[config.mk]
export PLATFORM = sky130hd
export DESIGN_NAME = i2c_master_transaction_engine
export DESIGN_NICKNAME = d
export VERILOG_FILES = /design/src/rtl/i2c_mte_pkg.sv /design/src/rtl/i2c_mte_cfg.sv /design/src/rtl/i2c_mte_core.sv /design/src/rtl/i2c_master_transaction_engine.sv
export SDC_FILE = /design/constraint.sdc
export NUM_CORES = 1
export LEC_CHECK = 0
export BUFFER_PORTS_ARGS = -buffer_cell sky130_fd_sc_hd__buf_2
export CAP_MARGIN = 20
export CORE_MARGIN = 2
export CORE_UTILIZATION = 30
export DETAILED_ROUTE_END_ITERATION = 8
export PLACE_DENSITY = 0.48
export SLEW_MARGIN = 20
export SYNTH_ARGS = -nofsm -noshare
export SYNTH_HDL_FRONTEND = slang
export SYNTH_SLANG_ARGS = --single-unit
[constraint.sdc]
create_clock -name clk -period 7.2 [get_ports clk]
set_input_delay 1.08 -clock clk [delete_from_list [all_inputs] [get_ports clk]]
set_output_delay 1.08 -clock clk [all_outputs]
set_load 0.02 [all_outputs]
[src/rtl/i2c_mte_pkg.sv]
`timescale 1ns / 1ps
// Shared types and constants of the I2C master transaction engine.
// No dependencies.
package i2c_mte_pkg;

    localparam logic [4:0]  MAX_READ_BYTES = 5'd16;
    localparam logic [15:0] HALF_RESET     = 16'd5;
    localparam logic [1:0]  ST_OK          = 2'd0;
    localparam logic [1:0]  ST_ADDR_NACK   = 2'd1;
    localparam logic [1:0]  ST_DATA_NACK   = 2'd2;
    localparam logic [7:0]  BIT_MSB        = 8'h80;
    localparam logic [3:0]  BITS_PER_BYTE  = 4'd8;

    // APB register indexes
    localparam logic REG_HALF_PERIOD = 1'b0;

    typedef struct packed {
        logic       cmd_valid;
        logic       mode;
        logic [7:0] device_address;
        logic [7:0] write_data;
        logic [4:0] read_count;
        logic       sda_sample;
    } cmd_t;

    typedef struct packed {
        logic       scl_level;
        logic       sda_pull_low;
        logic       busy_res;
        logic       read_valid;
        logic [7:0] read_byte;
        logic       read_last;
        logic       done_res;
        logic [1:0] status;
    } res_t;

endpackage

[src/rtl/i2c_mte_cfg.sv]
`timescale 1ns / 1ps
// APB register file: holds the SCL half period in ticks.
// Depends on i2c_mte_pkg.
module i2c_mte_cfg (
    input  logic        clk,
    input  logic        rst_n,
    input  logic        psel,
    input  logic        penable,
    input  logic        pwrite,
    input  logic [2:0]  paddr,
    input  logic [31:0] pwdata,
    output logic [31:0] prdata,
    output logic        pready,
    output logic [15:0] half_period
);
    import i2c_mte_pkg::*;

    logic [15:0] half_reg;
    logic        wr_en;

    assign pready = 1'b1;
    assign wr_en  = psel & penable & pwrite & (paddr[2] == REG_HALF_PERIOD);

    always_ff @(posedge clk or negedge rst_n)
    begin
        if (!rst_n)
        begin
            half_reg <= HALF_RESET;
        end
        else if (wr_en)
        begin
            half_reg <= pwdata[15:0];
        end
    end

    assign prdata      = (paddr[2] == REG_HALF_PERIOD) ? {16'd0, half_reg} : 32'd0;
    assign half_period = half_reg;

endmodule

[src/rtl/i2c_mte_core.sv]
`timescale 1ns / 1ps
// Bus sequencer: consumes one tick per fire, updates state, gives that tick's result.
// Depends on i2c_mte_pkg.
module i2c_mte_core (
    input  logic                clk,
    input  logic                rst_n,
    input  logic                fire,
    input  i2c_mte_pkg::cmd_t   cmd,
    input  logic [15:0]         half_period,
    output i2c_mte_pkg::res_t   res
);
    import i2c_mte_pkg::*;

    typedef enum logic [3:0] {
        PH_IDLE, PH_START1, PH_START2, PH_TX_LOW, PH_TX_HIGH, PH_ACK_LOW, PH_ACK_HIGH,
        PH_RX_LOW, PH_RX_HIGH, PH_MACK_LOW, PH_MACK_HIGH, PH_STOP1, PH_STOP2, PH_STOP3
    } phase_t;

    phase_t      phase_reg, phase_next, ph;
    logic [15:0] tick_reg, tick_next, tc, tc_inc, h_eff;
    logic [3:0]  bit_reg, bit_next, bi, bi_inc;
    logic [7:0]  shift_reg, shift_next, sb;
    logic [4:0]  left_reg, left_next, bl, cnt;
    logic [7:0]  data_reg, data_next, hd;
    logic        mode_reg, mode_next, hm;
    logic        stage_reg, stage_next, hs;

    assign h_eff = (half_period == 16'd0) ? 16'd1 : half_period;

    always_comb
    begin
        if (cmd.read_count == 5'd0)
            cnt = 5'd1;
        else if (cmd.read_count > MAX_READ_BYTES)
            cnt = MAX_READ_BYTES;
        else
            cnt = cmd.read_count;
    end

    always_comb
    begin
        ph = phase_reg;
        tc = tick_reg;
        bi = bit_reg;
        sb = shift_reg;
        bl = left_reg;
        hd = data_reg;
        hm = mode_reg;
        hs = stage_reg;
        res = '0;
        res.scl_level = 1'b1;

        // command taken only when idle
        if (phase_reg == PH_IDLE && cmd.cmd_valid)
        begin
            hd = cmd.write_data;
            hm = cmd.mode;
            hs = 1'b0;
            sb = cmd.mode ? (cmd.device_address + 8'd1) : cmd.device_address;
            bl = cnt;
            bi = 4'd0;
            tc = 16'd0;
            ph = PH_START1;
        end

        tc_inc     = tc + 16'd1;
        bi_inc     = bi + 4'd1;
        phase_next = ph;
        tick_next  = tc;
        bit_next   = bi;
        shift_next = sb;
        left_next  = bl;
        data_next  = hd;
        mode_next  = hm;
        stage_next = hs;

        if (ph != PH_IDLE)
        begin
            res.busy_res = 1'b1;
            case (ph)
                PH_START1:    begin res.scl_level = 1'b1; res.sda_pull_low = 1'b0; end
                PH_START2:    begin res.scl_level = 1'b1; res.sda_pull_low = 1'b1; end
                PH_TX_LOW:    begin res.scl_level = 1'b0; res.sda_pull_low = ~sb[7]; end
                PH_TX_HIGH:   begin res.scl_level = 1'b1; res.sda_pull_low = ~sb[7]; end
                PH_ACK_LOW,
                PH_RX_LOW:    begin res.scl_level = 1'b0; res.sda_pull_low = 1'b0; end
                PH_ACK_HIGH,
                PH_RX_HIGH:   begin res.scl_level = 1'b1; res.sda_pull_low = 1'b0; end
                PH_MACK_LOW:  begin res.scl_level = 1'b0; res.sda_pull_low = (bl > 5'd1); end
                PH_MACK_HIGH: begin res.scl_level = 1'b1; res.sda_pull_low = (bl > 5'd1); end
                PH_STOP1:     begin res.scl_level = 1'b0; res.sda_pull_low = 1'b1; end
                PH_STOP2:     begin res.scl_level = 1'b1; res.sda_pull_low = 1'b1; end
                default:      begin res.scl_level = 1'b1; res.sda_pull_low = 1'b0; end
            endcase

            tick_next = tc_inc;
            if (tc_inc >= h_eff)
            begin
                tick_next = 16'd0;
                case (ph)
                    PH_START1:   phase_next = PH_START2;
                    PH_START2:   phase_next = PH_TX_LOW;
                    PH_TX_LOW:   phase_next = PH_TX_HIGH;
                    PH_TX_HIGH:
                    begin
                        shift_next = {sb[6:0], 1'b0};
                        bit_next   = bi_inc;
                        phase_next = (bi_inc >= BITS_PER_BYTE) ? PH_ACK_LOW : PH_TX_LOW;
                    end
                    PH_ACK_LOW:  phase_next = PH_ACK_HIGH;
                    PH_ACK_HIGH:
                    begin
                        if (cmd.sda_sample)
                        begin
                            // slave NACK: abort through STOP
                            bit_next   = {2'b00, hs ? ST_DATA_NACK : ST_ADDR_NACK};
                            phase_next = PH_STOP1;
                        end
                        else if (hm)
                        begin
                            bit_next   = 4'd0;
                            shift_next = 8'd0;
                            phase_next = PH_RX_LOW;
                        end
                        else if (!hs)
                        begin
                            stage_next = 1'b1;
                            shift_next = hd;
                            bit_next   = 4'd0;
                            phase_next = PH_TX_LOW;
                        end
                        else
                        begin
                            bit_next   = {2'b00, ST_OK};
                            phase_next = PH_STOP1;
                        end
                    end
                    PH_RX_LOW:   phase_next = PH_RX_HIGH;
                    PH_RX_HIGH:
                    begin
                        shift_next = {sb[6:0], cmd.sda_sample};
                        bit_next   = bi_inc;
                        if (bi_inc >= BITS_PER_BYTE)
                        begin
                            res.read_valid = 1'b1;
                            res.read_byte  = {sb[6:0], cmd.sda_sample};
                            res.read_last  = (bl <= 5'd1);
                            phase_next     = PH_MACK_LOW;
                        end
                        else
                        begin
                            phase_next = PH_RX_LOW;
                        end
                    end
                    PH_MACK_LOW: phase_next = PH_MACK_HIGH;
                    PH_MACK_HIGH:
                    begin
                        if (bl > 5'd1)
                        begin
                            left_next  = bl - 5'd1;
                            bit_next   = 4'd0;
                            shift_next = 8'd0;
                            phase_next = PH_RX_LOW;
                        end
                        else
                        begin
                            left_next  = 5'd0;
                            bit_next   = {2'b00, ST_OK};
                            phase_next = PH_STOP1;
                        end
                    end
                    PH_STOP1:    phase_next = PH_STOP2;
                    PH_STOP2:    phase_next = PH_STOP3;
                    default:
                    begin
                        // end of STOP: status was parked in the bit counter
                        res.done_res = 1'b1;
                        res.status   = bi[1:0];
                        bit_next     = 4'd0;
                        data_next    = 8'd0;
                        mode_next    = 1'b0;
                        stage_next   = 1'b0;
                        phase_next   = PH_IDLE;
                    end
                endcase
            end
        end
    end

    always_ff @(posedge clk or negedge rst_n)
    begin
        if (!rst_n)
        begin
            phase_reg <= PH_IDLE;
            tick_reg  <= 16'd0;
            bit_reg   <= 4'd0;
            shift_reg <= 8'd0;
            left_reg  <= 5'd0;
            data_reg  <= 8'd0;
            mode_reg  <= 1'b0;
            stage_reg <= 1'b0;
        end
        else if (fire)
        begin
            phase_reg <= phase_next;
            tick_reg  <= tick_next;
            bit_reg   <= bit_next;
            shift_reg <= shift_next;
            left_reg  <= left_next;
            data_reg  <= data_next;
            mode_reg  <= mode_next;
            stage_reg <= stage_next;
        end
    end

endmodule

[src/rtl/i2c_master_transaction_engine.sv]
`timescale 1ns / 1ps
// Top level of the I2C master transaction engine: stream ports, APB port, pipeline regs.
// Depends on i2c_mte_pkg, i2c_mte_cfg and i2c_mte_core.
//
//  channel   | direction | beat carries
//  ----------+-----------+-------------------------------------------------
//  s_*       | in        | one timer tick: sampled SDA and optional command
//  m_*       | out       | one result per tick: pin levels, busy, read byte, done
//  APB       | in/out    | register 0: half_period_ticks (16 bit, reset 5)
//
// One tick beat per clock cycle sustained while m_* is not stalled; a beat is held in the
// input register, then its result is loaded into the result register when the sequencer
// advances, so m_tvalid rises at the edge that loads the result register.
// The sequencer state advances only when the input register holds a beat and
// the result register is free or being drained, so back-pressure on m_* stalls s_*.
// Reset is asynchronous active low; it clears the sequencer to idle and both
// pipeline valid flags. No clearing pass: the block is ready right after reset.
module i2c_master_transaction_engine (
    input  logic        clk,
    input  logic        rst_n,
    // stream in
    input  logic        s_tvalid,
    output logic        s_tready,
    input  logic [23:0] s_tdata,   // device_address[7:0], write_data[15:8],
                                   // read_count[20:16], sda_sample[21], zero pad
    input  logic [1:0]  s_tuser,   // cmd_valid[0], mode[1]
    // stream out
    output logic        m_tvalid,
    input  logic        m_tready,
    output logic [15:0] m_tdata,   // scl_level[0], sda_pull_low[1], busy_res[2],
                                   // read_valid[3], read_byte[11:4], done_res[12],
                                   // status[14:13], zero pad
    output logic        m_tlast,   // read_last
    // APB
    input  logic        psel,
    input  logic        penable,
    input  logic        pwrite,
    input  logic [2:0]  paddr,
    input  logic [31:0] pwdata,
    output logic [31:0] prdata,
    output logic        pready
);
    import i2c_mte_pkg::*;

    logic        in_valid_reg;
    cmd_t        in_cmd_reg;
    logic        out_valid_reg;
    res_t        out_res_reg;
    res_t        core_res;
    logic        advance;
    logic        s_beat;
    logic [15:0] half_period;

    i2c_mte_cfg u_cfg (
        .clk         (clk),
        .rst_n       (rst_n),
        .psel        (psel),
        .penable     (penable),
        .pwrite      (pwrite),
        .paddr       (paddr),
        .pwdata      (pwdata),
        .prdata      (prdata),
        .pready      (pready),
        .half_period (half_period)
    );

    // a tick moves through the sequencer when the result slot is free or draining
    assign advance  = in_valid_reg & (~out_valid_reg | m_tready);
    assign s_tready = ~in_valid_reg | advance;
    assign s_beat   = s_tvalid & s_tready;

    i2c_mte_core u_core (
        .clk         (clk),
        .rst_n       (rst_n),
        .fire        (advance),
        .cmd         (in_cmd_reg),
        .half_period (half_period),
        .res         (core_res)
    );

    always_ff @(posedge clk or negedge rst_n)
    begin
        if (!rst_n)
        begin
            in_valid_reg  <= 1'b0;
            out_valid_reg <= 1'b0;
        end
        else
        begin
            if (s_beat)
                in_valid_reg <= 1'b1;
            else if (advance)
                in_valid_reg <= 1'b0;

            if (advance)
                out_valid_reg <= 1'b1;
            else if (m_tready)
                out_valid_reg <= 1'b0;
        end
    end

    // payload registers, no reset
    always_ff @(posedge clk)
    begin
        if (s_beat)
        begin
            in_cmd_reg.cmd_valid      <= s_tuser[0];
            in_cmd_reg.mode           <= s_tuser[1];
            in_cmd_reg.device_address <= s_tdata[7:0];
            in_cmd_reg.write_data     <= s_tdata[15:8];
            in_cmd_reg.read_count     <= s_tdata[20:16];
            in_cmd_reg.sda_sample     <= s_tdata[21];
        end
        if (advance)
            out_res_reg <= core_res;
    end

    assign m_tvalid = out_valid_reg;
    assign m_tdata  = {1'b0, out_res_reg.status, out_res_reg.done_res, out_res_reg.read_byte,
                       out_res_reg.read_valid, out_res_reg.busy_res,
                       out_res_reg.sda_pull_low, out_res_reg.scl_level};
    assign m_tlast  = out_res_reg.read_last;

endmodule

==> impl_results.md <==
* TritonCTS Buffers at 9
* Reg-to-reg endpoint: u_core.data_reg[0]$_DFFE_PN0P_
* Vias in the first global route at between 5,000 and 6,000
* Core area at roughly 0.02 sq mm
* Syn-to-layout area delta at 13.6%
* CTS max path bufs at 2
* Final Wtd Congestion at 0.819
* Die width at around 150 microns
* Fraction of registers with async set/reset at 61.9%
* Max FFs per register at 24
* Syn Area/Cell at about 9.5 sq um
* Max-slew headroom at 35.9%
* DR iter-0 viols at ~530
* Crit path time final at 5460 ps
* CP startpoint kind: flip-flop
* Share of layout cells above drive strength 1 at 18.8%
* Post-synth EDFFs at 40
* CP Launch Point: u_core.phase_reg[0]$_DFFE_PN0P_
* Unrepaired setup endpoints after global routing: false
* Starting density of the core at a little under a third
* MaxCap Viol Count at 0
* Initial antenna violation count at 0
* H-tree Lvls at 3
* Clock Latency Late Sink at between 300 and 400 ps
* Antenna diodes at 0
* Reg2reg path depth at 16
* WHS Path Cells at 1
* Setup violators final at 0
* DRC viols at 0
* Total global-route track usage at around 15%
* Largest net degree at the start of global routing at 66
* Post-cts resize count at 0
* Worst reg2reg path startpoint: u_core.phase_reg[0]$_DFFE_PN0P_
* Commonest non-fill, non-tap cells in the layout: buf_2 (81), dfrtp_1 (63), nand2_1 (60), nor2_1 (55), o21ai_0 (54)
* Final hold vios at 0
* Seq/Total Area, Yosys at about 45%
* Crit Path Category: reg -> reg
* Design area at just over 0.007 sq mm
* Final nets at roughly 810
* Hold Buf Count CTS at 0
* DR vias at roughly 5,200
* Die Span Y at approximately 150 microns
* Slew Viols, Final at 0
* Ys Warns at 0
* Worst path required time at 7470 ps
* Non-Filler Instances at roughly 1,000
* Slowest cell on crit path: dfrtp_1
* Placed inst area at around 0.0068 sq mm
* WL final at about 16 mm
* Largest stage delay, worst path at 730 ps
* Root Driver: clkbuf_16
* GRT overflow at 0
* Commonest non-fill, non-tap cell in the layout: buf_2
* DIE AREA at about 0.022 sq mm
* Wire per inst at about 16 microns
* Post-synthesis cell count at ~660
* First-pass GRT wire length at about 27 mm
* Post-CTS Setup Bufs at 0
* Fin crit share at around 76%
* Fmax at about 180 MHz
* Critical path capture point type: flip-flop
* R2r setup slk at roughly 1700 ps
* Max rail drop VDD at 0.131 mV
* Clock sinks at around 110
* Final setup TNS at 0 ps
* Vias per Instance at between 5 and 6
* Post-route ant nets at 0
* Pre-antenna DRT Iters at 5
* Clk pin slew, worst setup/hold paths at 70 ps
* Top Ports at 120
* Ys flop type: dfrtp_1
* Buffers on Ports at 81
* Worst Path Max Fanout at 18
* Lkg Pwr at about 3 nW
* Worst path cell trace: nor4_2 > nand2_1 > and2_1 > ha_1 > nand2_1 > nor3_1 > nand3_1 > xnor2_1 > nor2_1 > ha_1 > o21ai_0 > nor2_1 > a2111oi_1 > o21a_1 > o21ai_1 > o21ai_0
* Power density cells at roughly 300 mW/mm^2
* Slew @ Worst Pin at between 900 and 1000 ps
* DP HPWL at roughly 11 mm
* Final Skew at 11.7 ps
* Crit path to: u_core.data_reg[0]$_DFFE_PN0P_
* Library cells used by synthesis at 70
* Number of register bits inferred by synthesis at 105
* Worst min path class: reg -> reg
* Num rows at 52
* CTS tree: yes
* DP Cell Count at about 1,000
* Post-Syn Area at approximately 0.0063 sq mm
* Status: complete, no violations
* Arr. time, crit path at ~5700 ps
worst min-delay path by stage:
stage	to	from
4_1_cts	u_core.shift_reg[6]$_DFFE_PN0P_	u_core.shift_reg[6]$_DFFE_PN0P_
5_1_grt	u_core.shift_reg[6]$_DFFE_PN0P_	u_core.shift_reg[6]$_DFFE_PN0P_
3_5_place_dp	u_core.shift_reg[6]$_DFFE_PN0P_	u_core.shift_reg[6]$_DFFE_PN0P_
3_3_place_gp	m_tvalid$_DFFE_PN0P_	in_valid_reg$_DFFE_PN0P_
6_report	m_tvalid$_DFFE_PN0P_	in_valid_reg$_DFFE_PN0P_
2_1_floorplan	m_tvalid$_DFFE_PN0P_	in_valid_reg$_DFFE_PN0P_
power by group:
group,switching (W),total [W],internal [W]
clock network,0.000252,0.000497,0.000245
logic,0.000467,0.000759,0.000292
registers,0.000142,0.000881,0.000740
cell usage after synthesis (all sizes together) (5+ instances only):
library cell	number	area, sq um
a22oi	16	120
xor2	9	78.8
dfrtp	63	1580
inv	39	146
o211ai	7	52.6
a21oi	23	115
mux2i	9	90.1
and2	9	56.3
or4	5	41.3
a31oi	10	62.6
ha	21	263
o21ai	57	289
nor2b	9	56.3
nand2b	5	31.3
edfxtp	40	1200
mux2	18	203
o31ai	6	45.0
nor3	23	126
and3	5	31.3
nor4	6	37.5
clkbuf	24	91.3
nand3	9	45.0
nand4b	8	70.1
buf	31	218
a221o	8	80.1
nand2	62	238
nor2	56	218
xnor2	14	123
nand4	13	81.3
critical path: cells and delay by family (launching register included):
kind | cells | cell delay (ps)
AO/OA/AOI/OAI | 5 | 2180
AND/OR/NAND/NOR | 8 | 1570
flip-flops | 1 | 730
adder cells (fa/ha/maj) | 2 | 670
XOR/XNOR | 1 | 210
layout make-up:
type,count,area [sq um]
Clock buffer,10,229
Clock inverter,6,62.6
Multi-Input combinational cell,474,3060
Timing Repair Buffer,88,458
Fill cell,2066,13200
Inverter,39,146
Tap cell,270,338
Sequential cell,105,2830
cell families after synthesis:
kind of cell / Yosys count / share of synthesized area [%]
and+or+nand+nor: 222 / 18.0
AOI/OAI and AO/OA: 163 / 17.4
DFF: 105 / 45.1
buffers and inverters: 94 / 7.27
muxes: 27 / 4.67
xor gates and xnor gates: 23 / 3.21
adders and majority gates: 21 / 4.19
other: 2 / 0.120
per-stage QoR:
step | total power, W | utilization [%] | setup WS, ps | hold slack (ps)
after floorplan | 0.00143 | - | 2560 | 457
after CTS | 0.00215 | 34.9 | 1750 | 522
after global routing | 0.00229 | 35.0 | 1160 | 555
after detailed placement | 0.00164 | 33.5 | 1800 | 501
final | 0.00214 | 35.0 | 1740 | 516
after global placement | 0.00162 | 33.5 | 1880 | 476
per-layer routing:
layer / routed length, microns / global-route usage [%] / vias to the layer above / share of wire, %
met3: 994 / 3.16 / 15 / 6.1
met4: 274 / 5.48 / 0 / 1.7
li1: - / - / 2471 / -
met2: 7350 / 22.9 / 176 / 45
met5: 0 / 0 / - / 0
met1: 7740 / 21.8 / 2551 / 47
Power figures use the tool's default switching activity.
